`config.mk`:
```
export PLATFORM = sky130hd
export DESIGN_NAME = io_throughput_level_monitor_unit
export DESIGN_NICKNAME = d
export VERILOG_FILES = /design/src/sv/iotlm_pkg.sv /design/src/sv/iotlm_ctrl.sv /design/src/sv/iotlm_dp.sv /design/src/sv/io_throughput_level_monitor_unit.sv
export SDC_FILE = /design/constraint.sdc
export NUM_CORES = 2
export LEC_CHECK = 0
export BUFFER_PORTS_ARGS = -buffer_cell sky130_fd_sc_hd__buf_2
export CORE_MARGIN = 2
export CORE_UTILIZATION = 30
export CTS_CLUSTER_DIAMETER = 30
export DETAILED_ROUTE_END_ITERATION = 12
export SYNTH_ARGS = -nofsm -noshare
export SYNTH_HDL_FRONTEND = slang
export SYNTH_SLANG_ARGS = --single-unit
```
`constraint.sdc`:
```
create_clock -name clk -period 7.6 [get_ports clk]
set_clock_uncertainty 0.2 [all_clocks]
set_input_delay 1.14 -clock clk [delete_from_list [all_inputs] [get_ports clk]]
set_output_delay 1.14 -clock clk [all_outputs]
set_load 0.05 [all_outputs]
```
`src/sv/iotlm_pkg.sv`:
```
// ----------------------------------------------------------------------------
// iotlm_pkg
// Shared widths, constants and controller/datapath interface types for the
// I/O throughput level monitor.
// ----------------------------------------------------------------------------
package iotlm_pkg;

	localparam int unsigned IN_DATA_W  = 40;
	localparam int unsigned OUT_DATA_W = 48;
	localparam int unsigned CFG_IDX_W  = 2;
	localparam int unsigned CFG_DATA_W = 32;

	localparam int unsigned DIVIDEND_W = 54;
	localparam int unsigned DIV_CNT_W  = 6;
	localparam logic [DIV_CNT_W-1:0] DIV_LAST = DIV_CNT_W'(DIVIDEND_W - 1);

	localparam logic [CFG_IDX_W-1:0] REG_INTERVAL_MS    = 2'd0;
	localparam logic [CFG_IDX_W-1:0] REG_INTERVAL_BYTES = 2'd1;
	localparam logic [CFG_IDX_W-1:0] REG_ZERO_DELAY     = 2'd2;

	localparam logic [15:0] INTERVAL_MS_RST    = 16'd1000;
	localparam logic [31:0] INTERVAL_BYTES_RST = 32'd104857600;
	localparam logic [15:0] ZERO_DELAY_RST     = 16'd2000;

	localparam logic [30:0] TPUT_MAX   = 31'h7FFF_FFFF;
	localparam logic [31:0] LEVEL_STEP = 32'd100;
	localparam logic [7:0]  OP_READ    = 8'd0;
	localparam logic [7:0]  OP_WRITE   = 8'd1;
	localparam logic        KIND_TICK  = 1'b1;
	localparam logic [4:0]  LEVEL_MAX  = 5'd25;

	typedef struct packed {
		logic load_item;
		logic add_step;
		logic diff;
		logic div_init;
		logic div_step;
		logic sat;
		logic lvl_step;
		logic apply;
		logic out_load;
	} dp_cmd_t;

	typedef struct packed {
		logic is_tick;
		logic counted;
		logic trigger;
		logic lvl_done;
		logic out_free;
	} dp_sts_t;

endpackage

```
`src/sv/iotlm_ctrl.sv`:
```
// ----------------------------------------------------------------------------
// iotlm_ctrl
// Sequencer: steps one item through count, trigger test, divide, level
// search, notice update and result hand-off.
// ----------------------------------------------------------------------------
module iotlm_ctrl (
	input  logic              clk,
	input  logic              arst_n,
	input  logic              s_axis_tvalid,
	output logic              s_axis_tready,
	input  iotlm_pkg::dp_sts_t sts,
	output iotlm_pkg::dp_cmd_t cmd
);
	import iotlm_pkg::*;

	typedef enum logic [3:0] {
		ST_IDLE,
		ST_ADD,
		ST_CHECK,
		ST_TEST,
		ST_MUL,
		ST_DIV,
		ST_SAT,
		ST_LVL,
		ST_APPLY,
		ST_FIN
	} state_t;

	state_t                 state_q;
	logic [DIV_CNT_W-1:0]   div_cnt_q;

	assign s_axis_tready = (state_q == ST_IDLE);

	always_comb begin
		cmd           = '0;
		cmd.load_item = (state_q == ST_IDLE) && s_axis_tvalid;
		cmd.add_step  = (state_q == ST_ADD);
		cmd.diff      = (state_q == ST_CHECK);
		cmd.div_init  = (state_q == ST_MUL);
		cmd.div_step  = (state_q == ST_DIV);
		cmd.sat       = (state_q == ST_SAT);
		cmd.lvl_step  = (state_q == ST_LVL);
		cmd.apply     = (state_q == ST_APPLY);
		cmd.out_load  = (state_q == ST_FIN) && sts.out_free;
	end

	always_ff @(posedge clk or negedge arst_n) begin
		if (!arst_n) begin
			state_q   <= ST_IDLE;
			div_cnt_q <= '0;
		end else begin
			unique case (state_q)
				ST_IDLE: begin
					if (s_axis_tvalid) state_q <= ST_ADD;
				end
				ST_ADD: begin
					if (sts.is_tick || !sts.counted) state_q <= ST_FIN;
					else state_q <= ST_CHECK;
				end
				ST_CHECK: state_q <= ST_TEST;
				ST_TEST: begin
					if (sts.trigger) state_q <= ST_MUL;
					else state_q <= ST_FIN;
				end
				ST_MUL: begin
					div_cnt_q <= '0;
					state_q   <= ST_DIV;
				end
				ST_DIV: begin
					div_cnt_q <= div_cnt_q + DIV_CNT_W'(1);
					if (div_cnt_q == DIV_LAST) state_q <= ST_SAT;
				end
				ST_SAT: state_q <= ST_LVL;
				ST_LVL: begin
					if (sts.lvl_done) state_q <= ST_APPLY;
				end
				ST_APPLY: state_q <= ST_FIN;
				ST_FIN: begin
					if (sts.out_free) state_q <= ST_IDLE;
				end
				default: state_q <= ST_IDLE;
			endcase
		end
	end

endmodule

```
`src/sv/iotlm_dp.sv`:
```
// ----------------------------------------------------------------------------
// iotlm_dp
// Datapath: configuration registers, byte and tick counters, bit-serial
// restoring divider, iterative level search, notice logic, result register.
// ----------------------------------------------------------------------------
module iotlm_dp (
	input  logic                                clk,
	input  logic                                arst_n,
	input  logic                                cfg_we,
	input  logic [iotlm_pkg::CFG_IDX_W-1:0]     cfg_index,
	input  logic [iotlm_pkg::CFG_DATA_W-1:0]    cfg_wdata,
	input  logic [iotlm_pkg::IN_DATA_W-1:0]     s_axis_tdata,
	input  logic [0:0]                          s_axis_tuser,
	input  iotlm_pkg::dp_cmd_t                  cmd,
	output iotlm_pkg::dp_sts_t                  sts,
	output logic                                m_axis_tvalid,
	input  logic                                m_axis_tready,
	output logic [iotlm_pkg::OUT_DATA_W-1:0]    m_axis_tdata
);
	import iotlm_pkg::*;

	// configuration
	logic [15:0] interval_ms_q;
	logic [31:0] interval_bytes_q;
	logic [15:0] zero_delay_q;

	// item
	logic        kind_q;
	logic [7:0]  op_q;
	logic [31:0] bytes_q;

	// monitor state
	logic [63:0] total_q;
	logic [63:0] bau_q;
	logic [31:0] ms_q;
	logic [4:0]  level_q;
	logic [30:0] tput_q;
	logic        pend_q;
	logic [15:0] cnt_q;

	// per-item flags
	logic        nf_q;
	logic [4:0]  nl_q;
	logic        upd_q;

	// work registers
	logic [63:0]           diff_q;
	logic [DIVIDEND_W-1:0] dq_q;
	logic [31:0]           rem_q;
	logic [31:0]           div_q;
	logic [31:0]           thr_q;
	logic [4:0]            lvl_q;

	logic                  m_valid_q;
	logic [OUT_DATA_W-1:0] m_data_q;

	logic [43:0]           mib;
	logic [DIVIDEND_W-1:0] dividend;
	logic [32:0]           rem_sh;
	logic                  rem_ge;
	logic [15:0]           cnt_dec;
	logic                  lvl_ge;
	logic                  lvl_chg;

	assign mib      = diff_q[63:20];
	assign dividend = {mib, 10'b0} - {6'b0, mib, 4'b0} - {7'b0, mib, 3'b0};
	assign rem_sh   = {rem_q, dq_q[DIVIDEND_W-1]};
	assign rem_ge   = rem_sh >= {1'b0, div_q};
	assign cnt_dec  = (cnt_q != 16'd0) ? cnt_q - 16'd1 : 16'd0;
	assign lvl_ge   = {1'b0, tput_q} >= thr_q;
	assign lvl_chg  = (level_q != 5'd0) != (lvl_q != 5'd0);

	assign sts.is_tick  = (kind_q == KIND_TICK);
	assign sts.counted  = (op_q <= OP_WRITE);
	assign sts.trigger  = (ms_q >= {16'b0, interval_ms_q}) ||
	                      (diff_q >= {32'b0, interval_bytes_q});
	assign sts.lvl_done = !lvl_ge;
	assign sts.out_free = !m_valid_q || m_axis_tready;

	assign m_axis_tvalid = m_valid_q;
	assign m_axis_tdata  = m_data_q;

	always_ff @(posedge clk or negedge arst_n) begin
		if (!arst_n) begin
			interval_ms_q    <= INTERVAL_MS_RST;
			interval_bytes_q <= INTERVAL_BYTES_RST;
			zero_delay_q     <= ZERO_DELAY_RST;
		end else if (cfg_we) begin
			unique case (cfg_index)
				REG_INTERVAL_MS:    interval_ms_q    <= cfg_wdata[15:0];
				REG_INTERVAL_BYTES: interval_bytes_q <= cfg_wdata;
				REG_ZERO_DELAY:     zero_delay_q     <= cfg_wdata[15:0];
				default: ;
			endcase
		end
	end

	always_ff @(posedge clk or negedge arst_n) begin
		if (!arst_n) begin
			total_q   <= '0;
			bau_q     <= '0;
			ms_q      <= '0;
			level_q   <= '0;
			tput_q    <= '0;
			pend_q    <= 1'b0;
			cnt_q     <= '0;
			nf_q      <= 1'b0;
			nl_q      <= '0;
			upd_q     <= 1'b0;
			m_valid_q <= 1'b0;
		end else begin
			if (cmd.load_item) begin
				nf_q  <= 1'b0;
				nl_q  <= '0;
				upd_q <= 1'b0;
			end
			if (cmd.add_step) begin
				if (kind_q == KIND_TICK) begin
					if (ms_q != '1) ms_q <= ms_q + 32'd1;
					if (pend_q) begin
						cnt_q <= cnt_dec;
						if (cnt_dec == 16'd0) begin
							pend_q <= 1'b0;
							nf_q   <= 1'b1;
							nl_q   <= level_q;
						end
					end
				end else if (op_q <= OP_WRITE) begin
					total_q <= total_q + {32'b0, bytes_q};
				end
			end
			if (cmd.sat) begin
				tput_q <= (|dq_q[DIVIDEND_W-1:31]) ? TPUT_MAX : dq_q[30:0];
			end
			if (cmd.apply) begin
				upd_q   <= 1'b1;
				level_q <= lvl_q;
				bau_q   <= total_q;
				ms_q    <= '0;
				if (lvl_chg) begin
					if (lvl_q != 5'd0 || zero_delay_q == 16'd0) begin
						pend_q <= 1'b0;
						cnt_q  <= '0;
						nf_q   <= 1'b1;
						nl_q   <= lvl_q;
					end else begin
						pend_q <= 1'b1;
						cnt_q  <= zero_delay_q;
					end
				end
			end
			if (cmd.out_load) m_valid_q <= 1'b1;
			else if (m_axis_tready) m_valid_q <= 1'b0;
		end
	end

	always_ff @(posedge clk) begin
		if (cmd.load_item) begin
			kind_q  <= s_axis_tuser[0];
			op_q    <= s_axis_tdata[7:0];
			bytes_q <= s_axis_tdata[39:8];
		end
		if (cmd.diff) diff_q <= total_q - bau_q;
		if (cmd.div_init) begin
			dq_q  <= dividend;
			rem_q <= '0;
			div_q <= (ms_q == 32'd0) ? 32'd1 : ms_q;
		end else if (cmd.div_step) begin
			rem_q <= rem_ge ? 32'(rem_sh - {1'b0, div_q}) : rem_sh[31:0];
			dq_q  <= {dq_q[DIVIDEND_W-2:0], rem_ge};
		end
		if (cmd.sat) begin
			thr_q <= LEVEL_STEP;
			lvl_q <= '0;
		end else if (cmd.lvl_step && lvl_ge) begin
			thr_q <= {thr_q[30:0], 1'b0};
			lvl_q <= lvl_q + 5'd1;
		end
		if (cmd.out_load) begin
			m_data_q <= {5'b0, upd_q, tput_q, level_q, nl_q, nf_q};
		end
	end

endmodule

```
`src/sv/io_throughput_level_monitor_unit.sv`:
```
// ----------------------------------------------------------------------------
// io_throughput_level_monitor_unit
// Tracks request bytes and millisecond ticks, derives throughput and level,
// and reports level notices.
// ----------------------------------------------------------------------------
// Sequence: a tick or an ignored request goes from the count step straight to the
//   result; a counted request adds the trigger test, and an update adds the
//   bit-serial divider, saturation, level search and notice update.
// One item in flight; the next beat is taken the cycle after the result is
//   loaded into the output register, which waits while a held result is not taken.
// Reset: arst_n clears monitor state and restores configuration defaults.
module io_throughput_level_monitor_unit (
	input  logic                             clk,
	input  logic                             arst_n,
	input  logic                             cfg_we,
	input  logic [iotlm_pkg::CFG_IDX_W-1:0]  cfg_index,
	input  logic [iotlm_pkg::CFG_DATA_W-1:0] cfg_wdata,
	input  logic                             s_axis_tvalid,
	output logic                             s_axis_tready,
	// op_code[7:0], byte_count[39:8]
	input  logic [iotlm_pkg::IN_DATA_W-1:0]  s_axis_tdata,
	// kind[0]
	input  logic [0:0]                       s_axis_tuser,
	output logic                             m_axis_tvalid,
	input  logic                             m_axis_tready,
	// notify[0], notify_level[5:1], level[10:6], throughput_mbps[41:11],
	// updated[42], zero[47:43]
	output logic [iotlm_pkg::OUT_DATA_W-1:0] m_axis_tdata
);
	import iotlm_pkg::*;

	dp_cmd_t cmd;
	dp_sts_t sts;

	iotlm_ctrl u_ctrl (
		.clk           (clk),
		.arst_n        (arst_n),
		.s_axis_tvalid (s_axis_tvalid),
		.s_axis_tready (s_axis_tready),
		.sts           (sts),
		.cmd           (cmd)
	);

	iotlm_dp u_dp (
		.clk           (clk),
		.arst_n        (arst_n),
		.cfg_we        (cfg_we),
		.cfg_index     (cfg_index),
		.cfg_wdata     (cfg_wdata),
		.s_axis_tdata  (s_axis_tdata),
		.s_axis_tuser  (s_axis_tuser),
		.cmd           (cmd),
		.sts           (sts),
		.m_axis_tvalid (m_axis_tvalid),
		.m_axis_tready (m_axis_tready),
		.m_axis_tdata  (m_axis_tdata)
	);

	a_one_in_flight: assert property (@(posedge clk) disable iff (!arst_n)
		s_axis_tvalid && s_axis_tready |=> !s_axis_tready)
		else $error("second beat taken while an item is in progress");

	a_load_when_free: assert property (@(posedge clk) disable iff (!arst_n)
		cmd.out_load |-> sts.out_free)
		else $error("result register overwritten while held");

	a_level_range: assert property (@(posedge clk) disable iff (!arst_n)
		m_axis_tvalid |-> (m_axis_tdata[10:6] <= LEVEL_MAX))
		else $error("level out of range");

endmodule
```
== Word-level counts from Yosys, hierarchy flattened ==
Index checks and enable logic that the tools add are counted.

* Register bits: 596
* Input port bits: 80
* Output and inout bits: 50
* Logic and storage cells: 139

* Add/subtract/negate cells: 9
* $lt $le $gt $ge: 5
* Eq/ne operators: 18
* Muxes and demuxes: 50
* Bitwise gates (word level): 1
* Reduce and logical (&&, ||, !) cells: 30

{| class="wikitable"
|+ Operators by type and width
! cell !! number
|-
| 2-to-1 mux 32 bit || 5
|-
| 2-to-1 mux 16 bit || 7
|-
| 2-to-1 mux 54 bit || 2
|-
| adder 64 x 32 -> 64 bit || 1
|-
| >= comparator 64 x 32 -> 1 bit || 1
|-
| subtractor 64 bit || 1
|-
| subtractor 54 x 47 -> 54 bit || 1
|-
| subtractor 54 x 48 -> 54 bit || 1
|-
| 2-to-1 mux 5 bit || 8
|-
| case mux 4 bit (10 select lines) || 1
|-
| >= comparator 33 x 32 -> 1 bit || 1
|-
| adder 32 x 1 -> 32 bit (second input constant) || 1
|-
| >= comparator 31 x 32 -> 1 bit || 1
|-
| >= comparator 32 x 16 -> 1 bit || 1
|-
| logical NOT 16 bit || 2
|-
| logical NOT 32 bit || 1
|-
| != test 32 bit (second input constant) || 1
|-
| subtractor 32 bit || 1
|-
| 2-to-1 mux 31 bit || 1
|-
| 2-to-1 mux 4 bit || 6
|-
| OR reduction 23 bit || 1
|-
| 2-to-1 mux 1 bit || 19
|-
| == test 4 x 3 -> 1 bit (second input constant) || 4
|-
| nonzero test 16 bit || 1
|-
| other kinds (25) || 44
|}

== Depth between registers and ports, before layout ==
* Word-level depth: 10
* Mapped depth: 16
* Depth with buffers taken out: 14

== Cells and area by module ==
A second synthesis with hierarchy kept.

* Cells, all modules: 3647
* Area, all modules: 35903.2 um^2

{| class="wikitable"
|+ By module, submodules not included
! module !! times used !! cells each !! area an instance (um^2) !! seq. area each (um^2)
|-
| iotlm_dp || 1 || 3560 || 35206.3 || 15488.6
|-
| iotlm_ctrl || 1 || 87 || 696.9 || 250.2
|}

== Worst setup path before layout ==
No wires, ideal clock.

* Path kind: register to register
* Start point: register u_ctrl.state_q[1]
* End point: register u_dp.diff_q[0] (enable)
* Library setup time: 0.565 ns
* Arrival: 5.087 ns
* Required time: 6.835 ns
* Slack: 1.748 ns
* Cell stages (with the launch flop): 4
* Buffers on the path: 1
* Clock period less this slack: 5.852 ns
* Cells stage by stage: dfrtp_1 > clkbuf_1 > nand2b_1 > nor3_1

* Cells in the longest elaborated chain, start to end: 1

{| class="wikitable"
|+ RTL lines
! element !! line !! RTL
|-
| from (decl) || iotlm_ctrl.sv:29 || <nowiki>state_t state_q;</nowiki>
|-
| from (signal assigned) || iotlm_ctrl.sv:49 || <nowiki>state_q <= ST_IDLE;</nowiki>
|-
| from (signal assigned) || iotlm_ctrl.sv:54 || <nowiki>if (s_axis_tvalid) state_q <= ST_ADD;</nowiki>
|-
| from (signal assigned) || iotlm_ctrl.sv:57 || <nowiki>if (sts.is_tick || !sts.counted) state_q <= ST_FIN;</nowiki>
|-
| == test 4 x 2 -> 1 bit || iotlm_ctrl.sv:38 || <nowiki>cmd.diff = (state_q == ST_CHECK);</nowiki>
|-
| to (signal assigned) || iotlm_dp.sv:163 || <nowiki>if (cmd.diff) diff_q <= total_q - bau_q;</nowiki>
|-
| to (decl) || iotlm_dp.sv:47 || <nowiki>logic [63:0] diff_q;</nowiki>
|}

No other way between the ends.
A chain may end at the register's enable or synchronous reset.

== Worst setup path in the final report ==
* Start point: register u_dp.diff_q[40]
* End point: register u_dp.dq_q[51], data pin

* Cells in the longest elaborated chain, start to end: 3

{| class="wikitable"
|+ RTL lines
! element !! line !! RTL
|-
| subtractor 54 x 48 -> 54 bit || iotlm_dp.sv:66 || <nowiki>assign dividend = {mib, 10'b0} - {6'b0, mib, 4'b0} - {7'b0, mib, 3'b0};</nowiki>
|-
| subtractor 54 x 47 -> 54 bit (*) || iotlm_dp.sv:66 ||
|-
| 2-to-1 mux 54 bit (*) || iotlm_dp.sv:164 || <nowiki>if (cmd.div_init) begin</nowiki>
|-
| to (signal assigned) || iotlm_dp.sv:165 || <nowiki>dq_q <= dividend;</nowiki>
|-
| to (signal assigned) || iotlm_dp.sv:170 || <nowiki>dq_q <= {dq_q[DIVIDEND_W-2:0], rem_ge};</nowiki>
|-
| to (decl) || iotlm_dp.sv:48 || <nowiki>logic [DIVIDEND_W-1:0] dq_q;</nowiki>
|}

Mark *: on every way between the ends. The rest lies on a longest branch, timed or not.

==> results.sh <==
export IMPL_status="complete, no violations"
export IMPL_power_frac_clock=0.390
export IMPL_grt_pass1_vias=25900
export IMPL_routedWlPerCell_um=15.0
export IMPL_gp_congestion=0.842
export IMPL_synth_edf_count=233
export IMPL_cts_root_buf="clkbuf_16"
export IMPL_criticalPathCategory="reg -> reg"
export IMPL_synth_ff_latch_count=595
export IMPL_cts_resized=0
export IMPL_drt_total_wl_um=81900
export IMPL_cts_path_max_buffers=3
export IMPL_dieArea_um2=122000
export IMPL_switching_share=0.332
export IMPL_worst_setup_path_end_kind="register"
export IMPL_die_h_um=349
export IMPL_tightest_slew_ps=1200
export IMPL_ir_drop_v=0.000171
export IMPL_crit_required_ps=7800
export IMPL_core_um2=118000
export IMPL_cap_viol_max_count=0
export IMPL_placed_cell_area_um2=37800
export IMPL_dp_hpwl_um=60500
export IMPL_antenna_found_initial=8
export IMPL_cts_max_level=4
export IMPL_hold_slack_ps=188
export IMPL_clock_sinks=595
export IMPL_power_net_switching_uw=4820
export IMPL_rsz0062_at_grt="no"
export IMPL_vias=26200
export IMPL_setup_viol=0
export IMPL_postRouteAntennaNets=0
export IMPL_fillCellCount=11900
export IMPL_fin_area_um2=42400
export IMPL_synth_area_um2=35800
export IMPL_synth_async_sr_flop_share=0.496
export IMPL_yosys_warnings=0
export IMPL_p_per_area_nw_per_um2=343
export IMPL_rows=126
export IMPL_power_uw=14500
export IMPL_synthCells=3687
export IMPL_cts_tree="done"
export IMPL_critPathMaxFanout=5
export IMPL_drtPass1Iterations=7
export IMPL_avgViaCountPerCell=4.81
export IMPL_avgSynthCellArea_um2=9.71
export IMPL_drc=0
export IMPL_maxSlewHeadroom=0.195
export IMPL_seq_area_frac_synth=0.440
export IMPL_gr_total_overflow=0
export IMPL_leakagePower_uw=0.0191
export IMPL_start_kind="register"
export IMPL_seqPwrFrac=0.286
export IMPL_combinationalPowerShare=0.325
export IMPL_max_freq_mhz=219
export IMPL_utilization=0.358
export IMPL_drv_slew=0
export IMPL_grt_util_all_layers=0.135
export IMPL_ios=130
export IMPL_syn_to_final_growth_pct=18.4
export IMPL_portBuffers=123
export IMPL_finalHoldViolCount=0
export IMPL_grt_pass1_wl_um=135000
export IMPL_numCtsBuffers=134
export IMPL_drtIter0Drc=1482
export IMPL_mostFrequentLayoutCell="nand2_1"
export IMPL_post_cts_buffers=0
export IMPL_internal_power_uw=9710
export IMPL_min_period_ps=4570
export IMPL_synth_ff_type="dfrtp_1"
export IMPL_final_cell_mix="395 x nand2_1, 321 x o21ai_0, 291 x ha_1, 281 x inv_1, 280 x dfrtp_1"
export IMPL_grt_max_degree=163
export IMPL_die_x_um=349
export IMPL_cts_hold_buf=0
export IMPL_tns_ps=0
export IMPL_min_period_over_period=0.602
export IMPL_start_util=0.303
export IMPL_worstSkewPairLatency_ps=700
export IMPL_critPathArrivalTime_ps=4780
export IMPL_cts_clk_slew_worst_paths_ps=40
export IMPL_finalNetCount=4204
export IMPL_drive_above_1_share=0.119
export IMPL_ys_types=93
export IMPL_min_delay_path_class="in -> async"
-- metrics by stage --
stage | setup WS (ps) | instances
after floorplan | 1750 | 3691
after global placement | 3070 | 5193
after detailed placement | 3040 | 5193
after CTS | 3040 | 5439
after global routing | 2720 | 5441
final | 3030 | 5444
-- layout make-up --
class	count	area [µm²]	area share
Timing Repair Buffer	142	781	0.0184
Tap cell	1536	1920	0.0453
Clock buffer	182	3820	0.0902
Multi-Input combinational cell	2637	18300	0.432
Inverter	283	1060	0.0251
Antenna cell	5	12.5	0.000295
Sequential cell	595	15700	0.371
Clock inverter	64	732	0.0173
-- registers in the layout, indices dropped and copies added, names as in the netlist, 30 cells and up --
signal	cells
u_dp.bau_q	64
u_dp.diff_q	64
u_dp.div_q	32
u_dp.dq_q	54
u_dp.rem_q	32
u_dp.bytes_q	32
u_dp.interval_bytes_q	32
u_dp.total_q	64
u_dp.tput_q	31
u_dp.thr_q	30
u_dp.ms_q	32
u_dp.m_axis_tdata	43
-- power groups by stage --
stage	Combinational [µW]	Clock, µW	Sequential, µW
2_1_floorplan	3490	0	4380
3_3_place_gp	4680	0	4200
3_5_place_dp	4710	0	4210
4_1_cts	4740	5770	4160
5_1_grt	5310	5940	4180
6_report	4720	5660	4150
-- critical path: stages, from the launching register on --
cell	delay [ps]
edfxtp_1	410
inv_1	190
fa_1	450
ha_1	400
a21oi_1	460
o2111ai_1	210
a41o_1	300
a22o_1	200
a31o_2	240
a211oi_1	290
nor3_1	110
a221oi_1	400
o211ai_1	150
xnor2_1	170
o21ai_0	100
-- synth_stat cells (18+ instances only) --
library cell	count	share of area
a21o_1	143	0.030
o21a_1	30	0.0063
nand3_1	74	0.010
nor3_1	64	0.0090
edfxtp_1	233	0.20
nand2b_1	29	0.0051
mux2_2	53	0.017
a31oi_1	31	0.0054
o21ai_0	321	0.045
a21oi_1	219	0.031
a211oi_1	18	0.0038
xor2_1	109	0.027
nor2b_1	29	0.0051
mux2i_1	34	0.0095
and3_1	25	0.0044
o22a_1	33	0.0081
dfrtp_1	280	0.20
clkbuf_1	157	0.016
nor2_1	223	0.023
o211ai_1	20	0.0042
ha_1	291	0.10
nor4_1	36	0.0063
inv_1	283	0.030
nand2_1	395	0.041
xnor2_1	123	0.030
and2_1	24	0.0042
fa_1	40	0.022
o21bai_1	22	0.0046
dfxtp_1	67	0.037
nand4_1	64	0.011
-- layer usage --
| metal | track usage | up-vias | routed length, µm |
|---|---|---|---|
| met1 | 0.188 | 12300 | 40700 |
| li1 | - | 13300 | - |
| met5 | 0 | - | 46 |
| met3 | 0.0232 | 137 | 3220 |
| met4 | 0.0489 | 8 | 2000 |
| met2 | 0.210 | 434 | 35900 |
-- final timing paths --
kind	start	end	slack [ps]	cells after the start
worst min register to register	u_dp.nl_q[3]	u_dp.m_axis_tdata[4]	240	0
worst max register to register	u_dp.diff_q[40]	u_dp.dq_q[51]	3030	14
max in group asynchronous	arst_n	u_dp.tput_q[21]	5690	2
min in group clk	u_dp.nl_q[3]	u_dp.m_axis_tdata[4]	240	0
worst max-delay path	u_dp.diff_q[40]	u_dp.dq_q[51]	3030	14
worst min-delay path	arst_n	u_dp.total_q[4]	190	1
-- kinds of logic (layout without fill, tap and decap cells) --
| logic type | Yosys count | after routing | share of synthesized area |
|---|---|---|---|
| other | 1 | 10 | 0.000105 |
| muxes | 87 | 87 | 0.0262 |
| buffers and inverters | 459 | 671 | 0.0500 |
| adders and majority gates | 331 | 331 | 0.124 |
| DFF | 595 | 595 | 0.440 |
| and+or+nand+nor | 1027 | 1027 | 0.136 |
| AOI/OAI and AO/OA | 955 | 955 | 0.167 |
| xor gates and xnor gates | 232 | 232 | 0.0568 |
Note: power is estimated with default switching activity, not from simulation.
